==> config.mk <==
export PLATFORM = sky130hd
export DESIGN_NAME = aabb_collision_step_unit
export DESIGN_NICKNAME = d
export VERILOG_FILES = /design/src/rtl/acs_pkg.sv /design/src/rtl/acs_ram.sv /design/src/rtl/acs_ctrl.sv /design/src/rtl/acs_dp.sv /design/src/rtl/aabb_collision_step_unit.sv
export SDC_FILE = /design/constraint.sdc
export NUM_CORES = 2
export LEC_CHECK = 0
export BUFFER_PORTS_ARGS = -buffer_cell sky130_fd_sc_hd__buf_2
export CAP_MARGIN = 20
export CORE_ASPECT_RATIO = 1.2
export CORE_MARGIN = 2
export CORE_UTILIZATION = 45
export CTS_CLUSTER_SIZE = 30
export DETAILED_ROUTE_END_ITERATION = 12
export GPL_ROUTABILITY_DRIVEN = 0
export PLACE_DENSITY = 0.58
export SYNTH_ARGS = -nofsm -noshare
export SYNTH_HDL_FRONTEND = slang
export SYNTH_MEMORY_MAX_BITS = 65536
export SYNTH_SLANG_ARGS = --single-unit
==> constraint.sdc <==
create_clock -name i_clk -period 18.5 [get_ports i_clk]
set_clock_uncertainty 0.1 [all_clocks]
set_input_delay 5.55 -clock i_clk [delete_from_list [all_inputs] [get_ports i_clk]]
set_output_delay 5.55 -clock i_clk [all_outputs]
set_load 0.05 [all_outputs]
==> src/rtl/acs_pkg.sv <==
// Shared types, codes and arithmetic helpers of the AABB collision step unit.
`default_nettype none

package acs_pkg;

    // Field widths
    localparam int POS_W  = 24;             // Q15.8 coordinate
    localparam int EXT_W  = 26;             // headroom for four-term sums
    localparam int HALF_W = 16;             // Q8.8 half edge length
    localparam int CNT_W  = 7;              // body_count register
    localparam int CFG_W  = 16;             // widest configuration register

    typedef logic signed [POS_W-1:0] t_pos;
    typedef logic signed [EXT_W-1:0] t_ext;

    localparam t_pos POS_MAX = 24'sh7FFFFF;
    localparam t_pos POS_MIN = 24'sh800000;

    localparam logic [HALF_W-1:0] HALF_RESET = 16'd384;   // 1.5 in Q8.8

    // Configuration register indexes
    localparam logic CFG_BODY_COUNT  = 1'b0;
    localparam logic CFG_HALF_EXTENT = 1'b1;

    // Opcodes
    localparam logic OP_LOAD = 1'b0;
    localparam logic OP_STEP = 1'b1;

    // Memory address source
    typedef enum logic [1:0] {
        ADDR_IN   = 2'd0,
        ADDR_IDX  = 2'd1,
        ADDR_SLOT = 2'd2
    } t_addr_sel;

    // Controller to datapath commands
    typedef struct packed {
        logic      capture;     // latch step operands
        logic      load_pos;    // latch own position from memory
        logic      load_trial;  // form trial position, clear flags and scan
        logic      scan;        // issue one body read per cycle
        logic      wb;          // resolve motion, write back, present result
        logic      load_wr;     // write a load transaction to memory
        t_addr_sel addr_sel;
    } t_cmd;

    // Datapath to controller status
    typedef struct packed {
        logic idx_done;         // every active slot has been read
        logic cmp_vld;          // a compare is still in flight
    } t_status;

    // Sign-extend a coordinate to the working width
    function automatic t_ext sx(input t_pos v);
        return {{(EXT_W-POS_W){v[POS_W-1]}}, v};
    endfunction

    // Saturate a working-width sum to the Q15.8 range
    function automatic t_pos sat_pos(input t_ext v);
        if ((&v[EXT_W-1:POS_W-1]) || !(|v[EXT_W-1:POS_W-1])) begin
            return v[POS_W-1:0];
        end else if (v[EXT_W-1]) begin
            return POS_MIN;
        end else begin
            return POS_MAX;
        end
    endfunction

endpackage

`default_nettype wire

==> src/rtl/acs_ram.sv <==
// Generic single-port RAM with registered read data.
`default_nettype none

module acs_ram #(
    parameter int WIDTH = 72,
    parameter int DEPTH = 64
) (
    input  wire logic                     i_clk,
    input  wire logic                     i_we,
    input  wire logic [$clog2(DEPTH)-1:0] i_addr,
    input  wire logic [WIDTH-1:0]         i_wdata,
    output logic      [WIDTH-1:0]         o_rdata
);

    logic [WIDTH-1:0] r_mem [DEPTH];
    logic [WIDTH-1:0] r_rdata;

    // Write and read one address per cycle
    always_ff @(posedge i_clk) begin
        if (i_we) begin
            r_mem[i_addr] <= i_wdata;
        end
        r_rdata <= r_mem[i_addr];
    end

    assign o_rdata = r_rdata;

endmodule

`default_nettype wire

==> src/rtl/acs_ctrl.sv <==
// Controller state machine of the AABB collision step unit.
`default_nettype none

module acs_ctrl
    import acs_pkg::*;
(
    input  wire logic    i_clk,
    input  wire logic    i_rst_n,
    input  wire logic    i_start,
    input  wire logic    i_opcode,
    input  wire t_status i_status,
    output t_cmd         o_cmd,
    output logic         o_busy
);

    typedef enum logic [4:0] {
        S_IDLE  = 5'b00001,
        S_SELF  = 5'b00010,
        S_TRIAL = 5'b00100,
        S_SCAN  = 5'b01000,
        S_WB    = 5'b10000
    } t_state;

    t_state r_state, n_state;

    // Next state
    always_comb begin
        n_state = r_state;
        case (r_state)
            S_IDLE: begin
                if (i_start && (i_opcode == OP_STEP)) begin
                    n_state = S_SELF;
                end
            end
            S_SELF:  n_state = S_TRIAL;
            S_TRIAL: n_state = S_SCAN;
            S_SCAN: begin
                if (i_status.idx_done && !i_status.cmp_vld) begin
                    n_state = S_WB;
                end
            end
            S_WB:    n_state = S_IDLE;
            default: n_state = S_IDLE;
        endcase
    end

    // Hold state
    always_ff @(posedge i_clk) begin
        if (!i_rst_n) begin
            r_state <= S_IDLE;
        end else begin
            r_state <= n_state;
        end
    end

    // Decode commands
    always_comb begin
        o_cmd = '0;
        o_cmd.addr_sel = ADDR_IN;
        case (r_state)
            S_IDLE: begin
                o_cmd.capture = i_start && (i_opcode == OP_STEP);
                o_cmd.load_wr = i_start && (i_opcode == OP_LOAD);
            end
            S_SELF:  o_cmd.load_pos = 1'b1;
            S_TRIAL: o_cmd.load_trial = 1'b1;
            S_SCAN: begin
                o_cmd.scan     = 1'b1;
                o_cmd.addr_sel = ADDR_IDX;
            end
            S_WB: begin
                o_cmd.wb       = 1'b1;
                o_cmd.addr_sel = ADDR_SLOT;
            end
            default: o_cmd = '0;
        endcase
    end

    assign o_busy = (r_state != S_IDLE);

endmodule

`default_nettype wire

==> src/rtl/acs_dp.sv <==
// Datapath of the AABB collision step unit: body store, trial, compare, resolve.
`default_nettype none

module acs_dp
    import acs_pkg::*;
#(
    parameter int MAX_BODIES = 64
) (
    input  wire logic              i_clk,
    input  wire logic              i_rst_n,
    input  wire t_cmd              i_cmd,
    output t_status                o_status,
    input  wire logic              i_cfg_we,
    input  wire logic              i_cfg_addr,
    input  wire logic [CFG_W-1:0]  i_cfg_wdata,
    input  wire logic [5:0]        i_body_index,
    input  wire t_pos              i_load_x,
    input  wire t_pos              i_load_y,
    input  wire t_pos              i_load_z,
    input  wire t_pos              i_fall_speed,
    input  wire t_pos              i_jump_speed,
    input  wire t_pos              i_move_x,
    input  wire t_pos              i_move_y,
    input  wire t_pos              i_move_z,
    output t_pos                   o_new_x,
    output t_pos                   o_new_y,
    output t_pos                   o_new_z,
    output logic                   o_stop_fall,
    output logic                   o_stop_jump,
    output logic                   o_stop_move,
    output logic                   o_done
);

    localparam int AW     = $clog2(MAX_BODIES);
    localparam int CW     = $clog2(MAX_BODIES + 1);
    localparam int WORD_W = 3 * POS_W;

    // Configuration
    logic [CNT_W-1:0]  r_body_count;
    logic [HALF_W-1:0] r_half_extent;

    // Step operands and working state
    logic [5:0]  r_slot;
    logic        r_slot_ok;
    t_pos        r_fall, r_jump;
    t_pos        r_mv    [3];
    t_pos        r_pos   [3];
    t_pos        r_trial [3];
    logic [CW-1:0] r_idx, r_cmp_idx;
    logic        r_cmp_vld;
    logic        r_sf, r_sj, r_sm;

    // Result
    t_pos        r_new [3];
    logic        r_out_sf, r_out_sj, r_out_sm;
    logic        r_done;

    // Memory port
    logic              ram_we;
    logic [AW-1:0]     ram_addr;
    logic [WORD_W-1:0] ram_wdata, ram_rdata;

    logic [CW-1:0] active_cnt;
    logic          in_slot_ok;
    t_pos          other [3];
    t_ext          d     [3];
    logic [2:0]    axis_hit;
    t_ext          two_h, neg_two_h, dy_pos;
    logic          is_self, hit;
    t_ext          res   [3];
    t_pos          res_sat [3];

    // Write configuration registers
    always_ff @(posedge i_clk) begin
        if (!i_rst_n) begin
            r_body_count  <= '0;
            r_half_extent <= HALF_RESET;
        end else if (i_cfg_we) begin
            case (i_cfg_addr)
                CFG_BODY_COUNT:  r_body_count  <= i_cfg_wdata[CNT_W-1:0];
                CFG_HALF_EXTENT: r_half_extent <= i_cfg_wdata[HALF_W-1:0];
                default: ;
            endcase
        end
    end

    // Clamp the active count to the store depth
    assign active_cnt = (32'(r_body_count) > MAX_BODIES) ? CW'(MAX_BODIES)
                                                         : CW'(r_body_count);
    assign in_slot_ok = (32'(i_body_index) < MAX_BODIES);

    // Select memory address and write data
    always_comb begin
        case (i_cmd.addr_sel)
            ADDR_IN:   ram_addr = AW'(i_body_index);
            ADDR_IDX:  ram_addr = r_idx[AW-1:0];
            ADDR_SLOT: ram_addr = AW'(r_slot);
            default:   ram_addr = AW'(i_body_index);
        endcase
        if (i_cmd.load_wr) begin
            ram_we    = in_slot_ok;
            ram_wdata = {i_load_z, i_load_y, i_load_x};
        end else begin
            ram_we    = i_cmd.wb && r_slot_ok;
            ram_wdata = {res_sat[2], res_sat[1], res_sat[0]};
        end
    end

    acs_ram #(
        .WIDTH (WORD_W),
        .DEPTH (MAX_BODIES)
    ) u_store (
        .i_clk   (i_clk),
        .i_we    (ram_we),
        .i_addr  (ram_addr),
        .i_wdata (ram_wdata),
        .o_rdata (ram_rdata)
    );

    // Compare the trial box with the body just read
    always_comb begin
        two_h     = t_ext'({1'b0, r_half_extent, 1'b0});
        neg_two_h = -two_h;
        for (int k = 0; k < 3; k++) begin
            other[k]    = ram_rdata[k*POS_W +: POS_W];
            d[k]        = sx(r_trial[k]) - sx(other[k]);
            axis_hit[k] = (d[k] <= two_h) && (d[k] >= neg_two_h);
        end
        dy_pos  = sx(r_pos[1]) - sx(other[1]);
        is_self = r_slot_ok && (32'(r_cmp_idx) == 32'(r_slot));
        hit     = r_cmp_vld && !is_self && (&axis_hit);
    end

    // Apply only the unblocked displacements
    always_comb begin
        res[0] = sx(r_pos[0]) + (r_sm ? t_ext'(0) : sx(r_mv[0]));
        res[1] = sx(r_pos[1]) - (r_sf ? t_ext'(0) : sx(r_fall))
                              + (r_sj ? t_ext'(0) : sx(r_jump))
                              + (r_sm ? t_ext'(0) : sx(r_mv[1]));
        res[2] = sx(r_pos[2]) + (r_sm ? t_ext'(0) : sx(r_mv[2]));
        for (int k = 0; k < 3; k++) begin
            res_sat[k] = sat_pos(res[k]);
        end
    end

    // Latch operands, own position and trial position
    always_ff @(posedge i_clk) begin
        if (i_cmd.capture) begin
            r_slot    <= i_body_index;
            r_slot_ok <= in_slot_ok;
            r_fall    <= i_fall_speed;
            r_jump    <= i_jump_speed;
            r_mv[0]   <= i_move_x;
            r_mv[1]   <= i_move_y;
            r_mv[2]   <= i_move_z;
        end
        if (i_cmd.load_pos) begin
            for (int k = 0; k < 3; k++) begin
                r_pos[k] <= r_slot_ok ? t_pos'(ram_rdata[k*POS_W +: POS_W]) : t_pos'(0);
            end
        end
        if (i_cmd.load_trial) begin
            r_trial[0] <= sat_pos(sx(r_pos[0]) + sx(r_mv[0]));
            r_trial[1] <= sat_pos(sx(r_pos[1]) - sx(r_fall) + sx(r_jump) + sx(r_mv[1]));
            r_trial[2] <= sat_pos(sx(r_pos[2]) + sx(r_mv[2]));
        end
    end

    // Advance the scan and hold the read pipeline tag
    always_ff @(posedge i_clk) begin
        if (!i_rst_n) begin
            r_idx     <= '0;
            r_cmp_idx <= '0;
            r_cmp_vld <= 1'b0;
        end else if (i_cmd.load_trial) begin
            r_idx     <= '0;
            r_cmp_vld <= 1'b0;
        end else if (i_cmd.scan) begin
            if (r_idx != active_cnt) begin
                r_idx     <= r_idx + 1'b1;
                r_cmp_idx <= r_idx;
                r_cmp_vld <= 1'b1;
            end else begin
                r_cmp_vld <= 1'b0;
            end
        end
    end

    // Collect blocking flags
    always_ff @(posedge i_clk) begin
        if (i_cmd.load_trial) begin
            r_sf <= 1'b0;
            r_sj <= 1'b0;
            r_sm <= 1'b0;
        end else if (hit) begin
            if (dy_pos > two_h) begin
                r_sf <= 1'b1;
            end else if (dy_pos < neg_two_h) begin
                r_sj <= 1'b1;
            end else begin
                r_sm <= 1'b1;
            end
        end
    end

    // Register the result transaction
    always_ff @(posedge i_clk) begin
        if (i_cmd.wb) begin
            for (int k = 0; k < 3; k++) begin
                r_new[k] <= res_sat[k];
            end
            r_out_sf <= r_sf;
            r_out_sj <= r_sj;
            r_out_sm <= r_sm;
        end
    end

    always_ff @(posedge i_clk) begin
        if (!i_rst_n) begin
            r_done <= 1'b0;
        end else begin
            r_done <= i_cmd.wb;
        end
    end

    assign o_status.idx_done = (r_idx == active_cnt);
    assign o_status.cmp_vld  = r_cmp_vld;

    assign o_new_x     = r_new[0];
    assign o_new_y     = r_new[1];
    assign o_new_z     = r_new[2];
    assign o_stop_fall = r_out_sf;
    assign o_stop_jump = r_out_sj;
    assign o_stop_move = r_out_sm;
    assign o_done      = r_done;

endmodule

`default_nettype wire

==> src/rtl/aabb_collision_step_unit.sv <==
// Top level of the AABB collision step unit: controller plus datapath.
//
// Usage:
//   Command channel: a transaction is taken at a rising edge with start high
//   and busy low. A load (opcode 0) writes one body position and leaves
//   busy low, so loads can follow every cycle; it gives no result.
//   A step (opcode 1) raises busy, reads the body's own position, forms the
//   trial position, then reads every active slot from the position store,
//   one memory read per cycle, and compares it on all three axes.
//   Result: o_done is high for exactly one cycle with the resolved position
//   and the three stop flags; the receiver cannot stall and must take it.
//   Timing: with N = min(body_count, MAX_BODIES), busy is high from the
//   accepted step through the own-position read, the trial, the scan of N
//   slots over the store's single read port and the write-back. o_done is
//   registered from the write-back; a command may be taken while it is shown.
//   Configuration: write body_count (index 0) or half_extent (index 1) with
//   i_cfg_we while the unit is idle.
//   Reset: synchronous, active low; clears the controller, the scan state
//   and body_count and sets half_extent to 1.5. The position store is not
//   cleared: load a slot before stepping it or comparing against it.
`default_nettype none

module aabb_collision_step_unit
    import acs_pkg::*;
#(
    parameter int MAX_BODIES = 64
) (
    input  wire logic             i_clk,
    input  wire logic             i_rst_n,
    input  wire logic             start,
    output logic                  busy,
    input  wire logic             i_cfg_we,
    input  wire logic             i_cfg_addr,
    input  wire logic [CFG_W-1:0] i_cfg_wdata,
    input  wire logic             i_opcode,
    input  wire logic [5:0]       i_body_index,
    input  wire t_pos             i_load_x,
    input  wire t_pos             i_load_y,
    input  wire t_pos             i_load_z,
    input  wire t_pos             i_fall_speed,
    input  wire t_pos             i_jump_speed,
    input  wire t_pos             i_move_x,
    input  wire t_pos             i_move_y,
    input  wire t_pos             i_move_z,
    output logic                  o_done,
    output t_pos                  o_new_x,
    output t_pos                  o_new_y,
    output t_pos                  o_new_z,
    output logic                  o_stop_fall,
    output logic                  o_stop_jump,
    output logic                  o_stop_move
);

    t_cmd    cmd;
    t_status status;
    logic    ctrl_busy;

    // Sequence each transaction
    acs_ctrl u_ctrl (
        .i_clk    (i_clk),
        .i_rst_n  (i_rst_n),
        .i_start  (start),
        .i_opcode (i_opcode),
        .i_status (status),
        .o_cmd    (cmd),
        .o_busy   (ctrl_busy)
    );

    // Store, compare and resolve
    acs_dp #(
        .MAX_BODIES (MAX_BODIES)
    ) u_dp (
        .i_clk        (i_clk),
        .i_rst_n      (i_rst_n),
        .i_cmd        (cmd),
        .o_status     (status),
        .i_cfg_we     (i_cfg_we),
        .i_cfg_addr   (i_cfg_addr),
        .i_cfg_wdata  (i_cfg_wdata),
        .i_body_index (i_body_index),
        .i_load_x     (i_load_x),
        .i_load_y     (i_load_y),
        .i_load_z     (i_load_z),
        .i_fall_speed (i_fall_speed),
        .i_jump_speed (i_jump_speed),
        .i_move_x     (i_move_x),
        .i_move_y     (i_move_y),
        .i_move_z     (i_move_z),
        .o_new_x      (o_new_x),
        .o_new_y      (o_new_y),
        .o_new_z      (o_new_z),
        .o_stop_fall  (o_stop_fall),
        .o_stop_jump  (o_stop_jump),
        .o_stop_move  (o_stop_move),
        .o_done       (o_done)
    );

    assign busy = ctrl_busy;

endmodule

`default_nettype wire

==> results.yml <==
global_route:
  track_usage: 0.2980
  grt_pass1_vias: 120300
  grt_max_degree: 128
  grt_antenna_before_repair: 33
  grt_pass1_wl_um: 942400
  grt-ovfl-total: 0
power_and_ir_drop:
  power.density_nw_per_um2: 135.4
  switching_share: 0.2828
  combPwrFrac: 0.178
  p_clk_frac: 0.320
  p_seq_frac: 0.502
  switchingPower_uw: 8639
  p_int_uw: 21910
  ir_worst_vdd_v: 0.0002132
  leakage_uw: 0.07176
finish:
  post-route-util: 0.5117
  final_cell_mix: "edfxtp_1 (4,953), a22oi_1 (1,861), clkbuf_16 (466)"
  final_cells: 18720
  synthToLayoutAreaGrowth_pct: 13.14
  fillerInstances: 35550
  mostFrequentLayoutCell: "edfxtp_1"
  drive_gt1_frac: 0.1210
  fin_nets: 13210
critical_path:
  start_kind: "input port"
  crit_fanout: 57
  critPathKind: "input port to flip-flop"
  crit_arrival_ns: 11.24
  cp.required_ns: 19.37
  critPathCaptureType: "flip-flop"
  reg2regPathDepth: 20
clock_tree:
  post-cts-setup-buffer-count: 0
  clk_path_buf_depth: 4
  cts_htree_levels: 5
  clkSinkCount: 5072
  cts_buffers: 459
  clk_pin_slew_worst_paths_ns: 0.06
  cts_tree: "done"
  clockRootBuffer: "clkbuf_16"
  cts_hold_buffers: 0
  ctsResizeCount: 0
  worstSkewPairLatency_ns: 1.08
sta:
  max_slew_margin: 0.05757
  tns_ns: 0
  hold_viol_final: 0
  worstMarginPinSlew_ns: 1.414
  setup_viol: 0
  finalCriticalPeriod_ns: 10.37
  maxSlewViolCount: 0
  rsz0062_at_grt: "no"
  min_period_over_period: 0.5605
  fmax_mhz: 96.43
drt:
  drc: 0
  dr.pass1.iters: 6
  wl_met3_um: 75770
  wl_per_cell_um: 36.81
  viasPerCell: 6.665
  wl_met2_um: 323800
  vias: 124700
  drt_iter0_drc: 18010
  ant_nets: 0
  top_layer: "met5"
  wl_met1_um: 254000
  wl_um: 689000
floorplan:
  die_y_um: 733.3
  core_area_um2: 441000
  start_util: 0.4523
  dieArea_um2: 448600
  ios: 297
  fp-row-count: 267
  die-width_um: 611.7
synth:
  synth_flop_cell: "edfxtp_1"
  synth_top_cell_area_share: 0.7458
  syn_avg_cell_area_um2: 16.63
  synth_cell_types: 78
  yosysSeqAreaShare: 0.7577
  yosys.area.top_type: "edfxtp_1"
  synth_area_um2: 199400
  async_reset_ff_frac: 0
  syn_nets: 12720
  synth_edf_count: 4953
  ys_ff_latch: 5072
  yosys_warnings: 0
  synth_area_leaders: "edfxtp_1 (75%), a22oi_1 (7.0%), ha_1 (2.5%)"
  netlist_instances: 11990
flow_run:
  cap_viol_max_count: 0
outcome:
  status: "finished, final reports clean"
placement:
  place_inst: 17780
  dp_hpwl_um: 385800
  io_buffers: 296
worst_hold_path:
  hold_depth: 0
  hold_class: "flip-flop to flip-flop"
-- metal layers --
| layer | vias to the layer above | global-route usage |
|---|---|---|
| li1 | 50390 | - |
| met1 | 64540 | 0.3897 |
| met2 | 8377 | 0.4821 |
| met3 | 1417 | 0.05822 |
| met4 | 8 | 0.1353 |
| met5 | - | 0 |
-- state kept, by name (all words and copies together) (netlist names), 5 cells and up --
name	flops
u_dp.r_new	72
u_dp.r_slot	6
u_dp.r_mv	72
u_dp.r_fall	24
u_dp.r_body_count	7
u_dp.r_trial	72
u_dp.r_half_extent	16
u_dp.r_cmp_idx	7
u_ctrl.r_state	5
u_dp.u_store.r_mem	4608
u_dp.r_idx	7
u_dp.r_pos	72
u_dp.r_jump	24
u_dp.u_store.o_rdata	72
-- power by group through the flow --
stage                     Combinational (uW)  Sequential [uW]  Clock, uW
after floorplan                         2860            15500          0
after global placement                  4960            15600          0
after detailed placement                5180            15600          0
after CTS                               5200            15400       9830
after global routing                    5850            15300      10300
final                                   5450            15300       9770
-- through the flow --
| step | hold WS [ns] | setup WS (ns) | total power, uW | area (um2) |
|---|---|---|---|---|
| finish | 0.3413 | 8.130 | 30550 | 225700 |
| global route | 0.3574 | 8.245 | 31440 | 225600 |
| CTS | 0.3439 | 8.474 | 30390 | 225100 |
| detailed placement | 0.3291 | 7.362 | 20780 | 209800 |
| global placement | 0.3271 | 7.278 | 20550 | 209500 |
| floorplan | 0.3064 | 6.519 | 18380 | 199400 |
-- Yosys cell counts (10+ instances only) --
| cell type | instances |
|---|---|
| buf_2 | 82 |
| nor2_1 | 274 |
| o21a_1 | 42 |
| fa_1 | 106 |
| a211o_1 | 28 |
| mux2_2 | 29 |
| and2_1 | 23 |
| and4_1 | 14 |
| nor3_1 | 83 |
| a21boi_0 | 26 |
| xor2_1 | 82 |
| o21ai_0 | 189 |
| mux2i_1 | 22 |
| clkbuf_1 | 497 |
| and3_1 | 17 |
| o31ai_1 | 18 |
| edfxtp_1 | 4953 |
| a2111oi_0 | 13 |
| o211ai_1 | 59 |
| a31oi_1 | 260 |
| a41oi_1 | 213 |
| nand4_1 | 192 |
| a221oi_1 | 226 |
| buf_1 | 78 |
| a21oi_1 | 426 |
| inv_1 | 336 |
| nand2b_1 | 85 |
| nor2b_1 | 132 |
| or2_2 | 10 |
| xnor2_1 | 135 |
| a211oi_1 | 24 |
| or3_1 | 15 |
| a21o_1 | 127 |
| a22o_1 | 227 |
| nand2_1 | 222 |
| ha_1 | 404 |
| o21bai_1 | 33 |
| nor4_1 | 96 |
| dfxtp_1 | 119 |
| a22oi_1 | 1861 |
| nand3_1 | 96 |
-- worst paths after layout --
kind	slack, ns	end	from
max reg2reg	11.50	u_dp.u_store.r_mem[11][44]	u_dp.r_sm
min reg2reg	0.34	u_dp.r_pos[0][22]	u_dp.u_store.o_rdata[22]
min	0.34	u_dp.r_pos[0][22]	u_dp.u_store.o_rdata[22]
max	8.13	u_dp.u_store.o_rdata[38]	i_body_index[1]
-- worst max-delay path, cell delays in order --
cell and delay, ns:
buf_2 0.12, inv_1 0.07, o311ai_1 0.98, nand2_1 0.36
nor2_4 0.25, buf_4 0.55, buf_4 0.84, buf_4 0.89
buf_4 0.66, a22o_1 0.22, a221oi_1 0.05, a31oi_1 0.26
a21oi_1 0.09, o211ai_1 0.13
-- cell type report --
type / instances / area, um2 / area share
inverter: 336 / 1265 / 0.005606
timing repair buffer: 682 / 5101 / 0.02261
sequential: 5072 / 151100 / 0.6697
multi-input combinational: 5927 / 45480 / 0.2015
clock buffer: 587 / 12360 / 0.05477
clock inverter: 271 / 2959 / 0.01311
tap: 5783 / 7236 / 0.03207
antenna: 57 / 142.6 / 0.0006321
-- logic make-up after synthesis --
family | count (synthesis) | synth area share
flops | 5072 | 0.7577
compound gates | 3850 | 0.1408
simple gates | 1292 | 0.03371
buf+inv | 993 | 0.01920
fa+ha+maj | 517 | 0.03634
xor+xnor | 217 | 0.009530
mux | 51 | 0.002742
Power figures use the tool's default switching activity.
